### config.mk
export PLATFORM = sky130hd
export DESIGN_NAME = csv_field_tokenizer_top
export DESIGN_NICKNAME = d
export VERILOG_FILES = /design/src/hw/rtl/csvft_pkg.sv /design/src/hw/rtl/csvft_front.sv /design/src/hw/rtl/csvft_queue.sv /design/src/hw/rtl/csvft_back.sv /design/src/hw/rtl/csv_field_tokenizer_top.sv
export SDC_FILE = /design/constraint.sdc
export NUM_CORES = 1
export LEC_CHECK = 0
export BUFFER_PORTS_ARGS = -buffer_cell sky130_fd_sc_hd__buf_2
export CORE_ASPECT_RATIO = 0.7
export CORE_MARGIN = 3
export CORE_UTILIZATION = 50
export CTS_CLUSTER_DIAMETER = 100
export DETAILED_ROUTE_END_ITERATION = 8
export PLACE_DENSITY = 0.74
export SYNTH_ARGS = -nofsm -noshare
export SYNTH_HDL_FRONTEND = slang
export SYNTH_HIERARCHICAL = 1
export SYNTH_SLANG_ARGS = --single-unit
### constraint.sdc
create_clock -name clk -period 9.2 [get_ports clk]
set_clock_uncertainty 0.15 [all_clocks]
set_input_delay 1.38 -clock clk [delete_from_list [all_inputs] [get_ports clk]]
set_output_delay 1.38 -clock clk [all_outputs]
set_load 0.1 [all_outputs]
### src/hw/rtl/csvft_pkg.sv
`timescale 1ns / 1ps

package csvft_pkg;

  // byte codes
  localparam logic [7:0] QUOTE_BYTE = 8'h22;
  localparam logic [7:0] CR_BYTE    = 8'h0D;
  localparam logic [7:0] LF_BYTE    = 8'h0A;
  localparam logic [7:0] COMMA_BYTE = 8'h2C;

  // most tokens one byte can give rise to
  localparam int unsigned MAX_TOK = 3;
  localparam int unsigned TOK_CNT_W = 2;

  typedef enum logic [1:0] {
    KIND_CHAR  = 2'd0,
    KIND_FIELD = 2'd1,
    KIND_ROW   = 2'd2
  } kind_t;

  typedef struct packed {
    logic [7:0] ch;
    kind_t      kind;
  } token_t;

  // all tokens caused by one accepted byte, oldest in slot 0
  typedef struct packed {
    logic [TOK_CNT_W-1:0] count;
    token_t [MAX_TOK-1:0] tok;
  } bundle_t;

  // line parsing state
  typedef struct packed {
    logic inside_quotes;
    logic quote_pending;
    logic cr_pending;
    logic after_closing_quote;
    logic field_is_empty;
    logic row_has_bytes;
  } line_st_t;

  localparam line_st_t LINE_RESET = '{
    inside_quotes:       1'b0,
    quote_pending:       1'b0,
    cr_pending:          1'b0,
    after_closing_quote: 1'b0,
    field_is_empty:      1'b1,
    row_has_bytes:       1'b0
  };

  typedef struct packed {
    line_st_t st;
    logic     v;
    token_t   tok;
  } plain_res_t;

  // handling of an ordinary byte (not a newline, nothing waiting)
  function automatic plain_res_t plain_byte(line_st_t st, logic [7:0] b, logic [7:0] delim);
    plain_res_t res;
    res.st = st;
    res.v = 1'b0;
    res.tok = '{ch: 8'h00, kind: KIND_CHAR};
    if (st.inside_quotes) begin
      if (b == QUOTE_BYTE) begin
        res.st.quote_pending = 1'b1;
      end else begin
        res.v = 1'b1;
        res.tok = '{ch: b, kind: KIND_CHAR};
        res.st.field_is_empty = 1'b0;
      end
    end else if (b == QUOTE_BYTE && st.field_is_empty && !st.after_closing_quote) begin
      res.st.inside_quotes = 1'b1;
    end else if (b == delim) begin
      res.v = 1'b1;
      res.tok = '{ch: 8'h00, kind: KIND_FIELD};
      res.st.field_is_empty = 1'b1;
      res.st.after_closing_quote = 1'b0;
    end else if (b != CR_BYTE) begin
      res.v = 1'b1;
      res.tok = '{ch: b, kind: KIND_CHAR};
      res.st.field_is_empty = 1'b0;
    end
    return res;
  endfunction

endpackage

### src/hw/rtl/csvft_front.sv
`timescale 1ns / 1ps

module csvft_front (
  input  logic              clk,
  input  logic              rst_n,
  input  logic              accept,
  input  logic [7:0]        in_byte,
  input  logic              in_end_of_data,
  input  logic              cfg_wr_en,
  input  logic [7:0]        cfg_wr_data,
  output logic              bundle_valid,
  output csvft_pkg::bundle_t bundle
);
  import csvft_pkg::*;

  logic [7:0] delim_r;
  line_st_t   st_r, st_nxt;

  plain_res_t pr_cr, pr_main;
  line_st_t   st;
  logic       va, vb, vc, used;
  token_t     ta, tb, tc;

  // delimiter register
  always_ff @(posedge clk) begin
    if (!rst_n) begin
      delim_r <= COMMA_BYTE;
    end else if (cfg_wr_en) begin
      delim_r <= cfg_wr_data;
    end
  end

  // line state
  always_ff @(posedge clk) begin
    if (!rst_n) begin
      st_r <= LINE_RESET;
    end else if (accept) begin
      st_r <= st_nxt;
    end
  end

  // classify the byte: waiting carriage return, waiting quote, the byte, end of data
  always_comb begin
    st = st_r;
    va = 1'b0;
    vb = 1'b0;
    vc = 1'b0;
    used = 1'b0;
    ta = '{ch: 8'h00, kind: KIND_CHAR};
    tb = '{ch: 8'h00, kind: KIND_CHAR};
    tc = '{ch: 8'h00, kind: KIND_ROW};
    pr_cr = plain_byte(st_r, CR_BYTE, delim_r);
    pr_main = '0;

    // carriage return held from the previous byte
    if (st.cr_pending) begin
      st.cr_pending = 1'b0;
      if (in_byte != LF_BYTE) begin
        pr_cr = plain_byte(st, CR_BYTE, delim_r);
        st = pr_cr.st;
        va = pr_cr.v;
        ta = pr_cr.tok;
      end
    end

    // quote held from the previous byte
    if (st.quote_pending) begin
      st.quote_pending = 1'b0;
      if (in_byte == QUOTE_BYTE) begin
        vb = 1'b1;
        tb = '{ch: QUOTE_BYTE, kind: KIND_CHAR};
        st.field_is_empty = 1'b0;
        st.row_has_bytes = 1'b1;
        used = 1'b1;
      end else begin
        st.inside_quotes = 1'b0;
        st.after_closing_quote = 1'b1;
      end
    end

    // the byte itself
    if (!used) begin
      if (in_byte == LF_BYTE) begin
        vb = 1'b1;
        tb = '{ch: 8'h00, kind: KIND_ROW};
        st = LINE_RESET;
      end else if (in_byte == CR_BYTE) begin
        st.cr_pending = 1'b1;
        st.row_has_bytes = 1'b1;
      end else begin
        st.row_has_bytes = 1'b1;
        pr_main = plain_byte(st, in_byte, delim_r);
        st = pr_main.st;
        vb = pr_main.v;
        tb = pr_main.tok;
      end
    end

    // end of data flushes the row
    if (in_end_of_data) begin
      vc = st.row_has_bytes;
      st = LINE_RESET;
    end

    st_nxt = st;
  end

  // pack the tokens into the bundle, oldest first
  always_comb begin
    bundle.count = TOK_CNT_W'({1'b0, va}) + TOK_CNT_W'({1'b0, vb}) + TOK_CNT_W'({1'b0, vc});
    bundle.tok[0] = tc;
    bundle.tok[1] = tc;
    bundle.tok[2] = tc;
    if (va) begin
      bundle.tok[0] = ta;
      bundle.tok[1] = vb ? tb : tc;
    end else if (vb) begin
      bundle.tok[0] = tb;
    end
  end

  assign bundle_valid = accept && (va || vb || vc);

endmodule

### src/hw/rtl/csvft_queue.sv
`timescale 1ns / 1ps

module csvft_queue #(
  parameter int unsigned DEPTH = 4
) (
  input  logic               clk,
  input  logic               rst_n,
  input  logic               wr_en,
  input  csvft_pkg::bundle_t wr_data,
  output logic               full,
  input  logic               rd_en,
  output logic               empty,
  output csvft_pkg::bundle_t rd_data
);
  import csvft_pkg::*;

  localparam int unsigned PW = (DEPTH > 1) ? $clog2(DEPTH) : 1;
  localparam int unsigned CW = $clog2(DEPTH + 1);

  bundle_t        slot_r [DEPTH];
  logic [PW-1:0]  wr_ptr_r, wr_ptr_nxt;
  logic [PW-1:0]  rd_ptr_r, rd_ptr_nxt;
  logic [CW-1:0]  cnt_r, cnt_nxt;
  logic           do_wr, do_rd;

  assign full  = (cnt_r == CW'(DEPTH));
  assign empty = (cnt_r == '0);
  assign do_wr = wr_en && !full;
  assign do_rd = rd_en && !empty;
  assign rd_data = slot_r[rd_ptr_r];

  // pointer and fill count update
  always_comb begin
    wr_ptr_nxt = wr_ptr_r;
    rd_ptr_nxt = rd_ptr_r;
    cnt_nxt = cnt_r;
    if (do_wr) begin
      wr_ptr_nxt = (wr_ptr_r == PW'(DEPTH - 1)) ? '0 : wr_ptr_r + 1'b1;
    end
    if (do_rd) begin
      rd_ptr_nxt = (rd_ptr_r == PW'(DEPTH - 1)) ? '0 : rd_ptr_r + 1'b1;
    end
    if (do_wr && !do_rd) begin
      cnt_nxt = cnt_r + 1'b1;
    end else if (do_rd && !do_wr) begin
      cnt_nxt = cnt_r - 1'b1;
    end
  end

  always_ff @(posedge clk) begin
    if (!rst_n) begin
      wr_ptr_r <= '0;
      rd_ptr_r <= '0;
      cnt_r <= '0;
    end else begin
      wr_ptr_r <= wr_ptr_nxt;
      rd_ptr_r <= rd_ptr_nxt;
      cnt_r <= cnt_nxt;
    end
  end

  // storage
  always_ff @(posedge clk) begin
    if (do_wr) begin
      slot_r[wr_ptr_r] <= wr_data;
    end
  end

endmodule

### src/hw/rtl/csvft_back.sv
`timescale 1ns / 1ps

module csvft_back (
  input  logic               clk,
  input  logic               rst_n,
  input  logic               head_empty,
  input  csvft_pkg::bundle_t head,
  output logic               head_pop,
  output logic               empty,
  input  logic               pop,
  output logic [7:0]         out_char,
  output logic [1:0]         out_token_kind,
  output logic               out_run_last
);
  import csvft_pkg::*;

  logic [TOK_CNT_W-1:0] idx_r, idx_nxt;
  token_t               cur;
  logic                 last_tok;
  logic                 xfer;

  // pick the current token of the head bundle
  always_comb begin
    unique case (idx_r)
      2'd0:    cur = head.tok[0];
      2'd1:    cur = head.tok[1];
      2'd2:    cur = head.tok[2];
      default: cur = head.tok[0];
    endcase
  end

  assign last_tok = (idx_r == head.count - 1'b1);
  assign empty = head_empty;
  assign xfer = pop && !head_empty;
  assign head_pop = xfer && last_tok;

  assign out_char = cur.ch;
  assign out_token_kind = cur.kind;
  assign out_run_last = last_tok;

  // step through the bundle one token per transfer
  always_comb begin
    idx_nxt = idx_r;
    if (xfer) begin
      idx_nxt = last_tok ? '0 : idx_r + 1'b1;
    end
  end

  always_ff @(posedge clk) begin
    if (!rst_n) begin
      idx_r <= '0;
    end else begin
      idx_r <= idx_nxt;
    end
  end

endmodule

### src/hw/rtl/csv_field_tokenizer_top.sv
`timescale 1ns / 1ps

// CSV tokenizer with quoted fields. Bytes are pushed one per cycle and come out
// as field characters, end-of-field and end-of-row tokens; out_run_last marks the
// final token caused by a byte. A byte is classified in the cycle it is accepted
// and gives zero to three tokens, which are held together in a queue of
// QUEUE_DEPTH entries; the result side drains one token per cycle on pop, so the
// first token of a byte can be taken the cycle after its transfer. Bytes are taken
// every cycle as long as the queue has room; full rises only when QUEUE_DEPTH
// bytes' worth of tokens are waiting, so the sustained rate is one byte per cycle
// when the tokens it yields average at most one per byte, and otherwise is set by
// the one-token-per-cycle result side. cfg_wr_data sets the delimiter (comma
// after reset); the user writes it only while the block is idle, not enforced.

module csv_field_tokenizer_top #(
  parameter int unsigned QUEUE_DEPTH = 4
) (
  input  logic       clk,
  input  logic       rst_n,
  input  logic       push,
  output logic       full,
  input  logic [7:0] in_byte,
  input  logic       in_end_of_data,
  output logic       empty,
  input  logic       pop,
  output logic [7:0] out_char,
  output logic [1:0] out_token_kind,
  output logic       out_run_last,
  input  logic       cfg_wr_en,
  input  logic [7:0] cfg_wr_data
);
  import csvft_pkg::*;

  logic    accept;
  logic    bundle_valid;
  bundle_t bundle;
  bundle_t head;
  logic    head_empty;
  logic    head_pop;

  assign accept = push && !full;

  // front: classify bytes and track line state
  csvft_front u_front (
    .clk            (clk),
    .rst_n          (rst_n),
    .accept         (accept),
    .in_byte        (in_byte),
    .in_end_of_data (in_end_of_data),
    .cfg_wr_en      (cfg_wr_en),
    .cfg_wr_data    (cfg_wr_data),
    .bundle_valid   (bundle_valid),
    .bundle         (bundle)
  );

  // queue of token bundles between the two sides
  csvft_queue #(
    .DEPTH (QUEUE_DEPTH)
  ) u_queue (
    .clk     (clk),
    .rst_n   (rst_n),
    .wr_en   (bundle_valid),
    .wr_data (bundle),
    .full    (full),
    .rd_en   (head_pop),
    .empty   (head_empty),
    .rd_data (head)
  );

  // back: hand out tokens one per transfer
  csvft_back u_back (
    .clk            (clk),
    .rst_n          (rst_n),
    .head_empty     (head_empty),
    .head           (head),
    .head_pop       (head_pop),
    .empty          (empty),
    .pop            (pop),
    .out_char       (out_char),
    .out_token_kind (out_token_kind),
    .out_run_last   (out_run_last)
  );

endmodule
==> reports/results.ini <==
[critical_path]
cp-start-kind = input pin
critPathBufInv = 2
rr_worst_depth = 12
cp.required_ns = 9.39
rrSetupSlack_ns = 5.26
crit_slowest_cell = or4b_1
worstPathArrival_ns = 4.83
max_stage_delay_ns = 0.63
crit_type = input pin to flip-flop
critPathCaptureType = flip-flop
cp_top_family = simple AND/OR/NAND/NOR gates
worstPathCellList = buf_2 > or4b_1 > o21ai_2 > a2bb2oi_2 > nor2_1 > nor2_1 > o31a_1 > nor2b_1 > ha_1 > inv_1 > fa_1 > xor2_1 > or3_1 > a21boi_0
cp_max_fo = 7
path_common_cell = nor2_1
rr_endpoint = u_queue/cnt_r[2]$_SDFFE_PN0P_

[yosys]
post_synth.cell_area_avg_um2 = 15.6
synth_edf_count = 128
syn_inst = 430
synth_area_um2 = 6700
async_flop_share_pct = 0
synth_ff_type = edfxtp_1
synth_seq_area_share_pct = 64.5
synth_cell_type_count = 59
yosys_warnings = 6
ys_ff_latch = 152

[layout]
seq_area_um2 = 4330
multiInputGateArea_um2 = 2150
drive_gt1_share_pct = 23.8
n_fill_cell = 951
diodes = 0
most-common-layout-cells = 128 x edfxtp_1, 34 x buf_2, 33 x nand2_1
layout_commonest_cell = edfxtp_1
finalNetCount = 503
fin_cells = 646
flow.area_growth_from_synthesis_pct = 12.4
design_area_um2 = 7530

[power]
p_per_area_nw_per_um2 = 282
pwr-share-comb_pct = 26.7
p_total_mw = 2.12
switching_share_pct = 34.1
p_switching_mw = 0.724
leakage_nw = 2.59
max-vdd-ir-drop_v = 0.000320
internal_power_mw = 1.40
pwr-share-seq_pct = 41.7
p_clk_share_pct = 31.6

[grt]
antenna_found_initial = 0
grt-ovfl-total = 0
grt_pass1_vias = 3783
grt_start_max_net_pins = 33
grt_pass1_wl_mm = 20.3
track_usage_pct = 18.6

[timing]
fin_crit_sh_pct = 50.4
fin_ws_ns = 4.56
finalMaxSlewViolations = 0
slew-limit-headroom_pct = 49.9
hold_viol = 0
tns_ns = 0
worst_slew_pin_slew_ns = 0.752
finalSetupViolations = 0
clock.fmax_mhz = 216
rsz0062_at_grt = false
period_needed_ns = 4.64

[run_status]
outcome = finished, final reports clean

[drt]
drt_iter0_drc = 233
routedWlPerCell_um = 19.4
drc = 0
vias = 3812
postRouteAntennaNets = 0
via_per_inst = 5.90
routed_wl_mm = 12.5
drt_pre_antenna_iters = 5

[cts]
clock_sinks = 152
cts-buffers-inserted = 17
insertion_delay_ns = 0.42
postCtsHoldBufs = 0
cts.repair.resized = 0
clk_pin_slew_ns = 0.06
post_cts_buffers = 0
htreeDepth = 4
cts_tree = yes
clockRootBuffer = clkbuf_16
clock_path_buffers = 2

[floorplan]
std_cell_rows = 34
initial_utilization_pct = 52.5
die-area_um2 = 14900
io_pins = 35
core_um2 = 12800
die-width_um = 144
chipHeight_um = 103

[place]
io_buffer_count = 34
place_inst = 614
dp.final_hpwl_mm = 7.79
gp_congestion = 0.905
placed_area_um2 = 6960
place_ws_ns = 4.19

[worst_hold_path]
whs_endpoint = u_queue/wr_ptr_r[1]$_SDFFE_PN0P_
hold_path.class = flip-flop to flip-flop
min_path_cells = 2
min_from = u_queue/wr_ptr_r[1]$_SDFFE_PN0P_

[job]
cap_violations = 0

==> worst max path at each step <==
stage | start | end | cells after the start
5_1_grt | in_byte[4] | u_queue/cnt_r[2]$_SDFFE_PN0P_ | 14
6_report | in_byte[4] | u_queue/cnt_r[2]$_SDFFE_PN0P_ | 14
2_1_floorplan | flip-flop | out_char[1] | 5
3_5_place_dp | in_byte[4] | u_queue/cnt_r[2]$_SDFFE_PN0P_ | 14
3_3_place_gp | in_byte[4] | u_queue/cnt_r[2]$_SDFFE_PN0P_ | 14
4_1_cts | in_byte[4] | u_queue/cnt_r[2]$_SDFFE_PN0P_ | 14
==> cells in the mapped netlist (8+ instances only) <==
cell type	instances	area (um^2)
a22oi_1	11	82.6
xnor2_1	10	87.6
buf_4	11	82.6
o21ai_0	19	95.1
and2_1	13	81.3
nor2_1	18	67.6
inv_1	14	52.6
mux2i_1	12	120
mux4_2	30	676
clkbuf_1	8	30.0
nor2b_1	13	81.3
dfxtp_1	24	480
ha_1	8	100
nand2_1	33	124
edfxtp_1	128	3840
==> per-stage QoR <==
| stage | utilization (%) | hold WS (ns) |
|---|---|---|
| 3_3_place_gp | 54.5 | 0.336 |
| 5_1_grt | 59.0 | 0.400 |
| 4_1_cts | 59.0 | 0.356 |
| 3_5_place_dp | 54.5 | 0.347 |
| 6_report | 59.0 | 0.362 |
| 2_1_floorplan | - | 0.318 |
==> cell type report <==
| type | instances | share of cell area [%] |
|---|---|---|
| clock buffer | 18 | 5.70 |
| clock inverter | 14 | 1.96 |
| inverter | 14 | 0.698 |
| multi-input combinational | 245 | 28.6 |
| sequential | 152 | 57.4 |
| tap | 162 | 2.69 |
| timing repair buffer | 41 | 2.96 |
==> sequential cells by signal, summed over array words and instances, names as in the netlist, named ones only <==
| register | cells |
|---|---|
| u_queue/slot_r | 128 |
| u_queue/rd_ptr_r | 2 |
| u_front/st_r | 5 |
| u_back/idx_r | 2 |
| u_queue/wr_ptr_r | 2 |
| u_queue/cnt_r | 3 |
| u_front/delim_r | 8 |
==> worst reg2reg max path: cells and delay by family (launching register included) <==
| kind | cells | cell delay (ns) |
|---|---|---|
| multiplexers | 2 | 1.03 |
| adder cells (fa/ha/maj) | 2 | 0.66 |
| buffers and inverters | 2 | 0.57 |
| XOR/XNOR | 2 | 0.42 |
| AND/OR/NAND/NOR | 2 | 0.39 |
| AO/OA/AOI/OAI | 2 | 0.33 |
| flip-flops | 1 | 0.31 |
==> power by group through the flow <==
stage,logic (mW),registers (mW),clock network [mW]
after floorplan,0.474,0.889,0
after global placement,0.565,0.892,0
after detailed placement,0.570,0.898,0
after CTS,0.574,0.885,0.681
after global routing,0.606,0.893,0.716
final,0.567,0.884,0.670
==> routing by layer <==
metal | wire (um) | GRT usage [%] | up-vias
met2 | 5610 | 27.7 | 159
met4 | 170 | 5.95 | 0
li1 | - | - | 1720
met3 | 930 | 5.38 | 19
met5 | 0 | 0 | -
met1 | 5800 | 26.9 | 1914
==> logic make-up (layout without fill, tap and decap cells) <==
family / count (synthesis) / count (layout) / synth area share, %
AND/OR/NAND/NOR: 113 / 113 / 9.30
AO/OA/AOI/OAI: 57 / 57 / 6.07
flip-flops: 152 / 152 / 64.5
adder cells (fa/ha/maj): 10 / 10 / 2.09
multiplexers: 44 / 44 / 12.7
other: 2 / 10 / 0.112
buffers and inverters: 41 / 87 / 3.83
XOR/XNOR: 11 / 11 / 1.44
No activity file was read; power rests on OpenSTA's default activity.
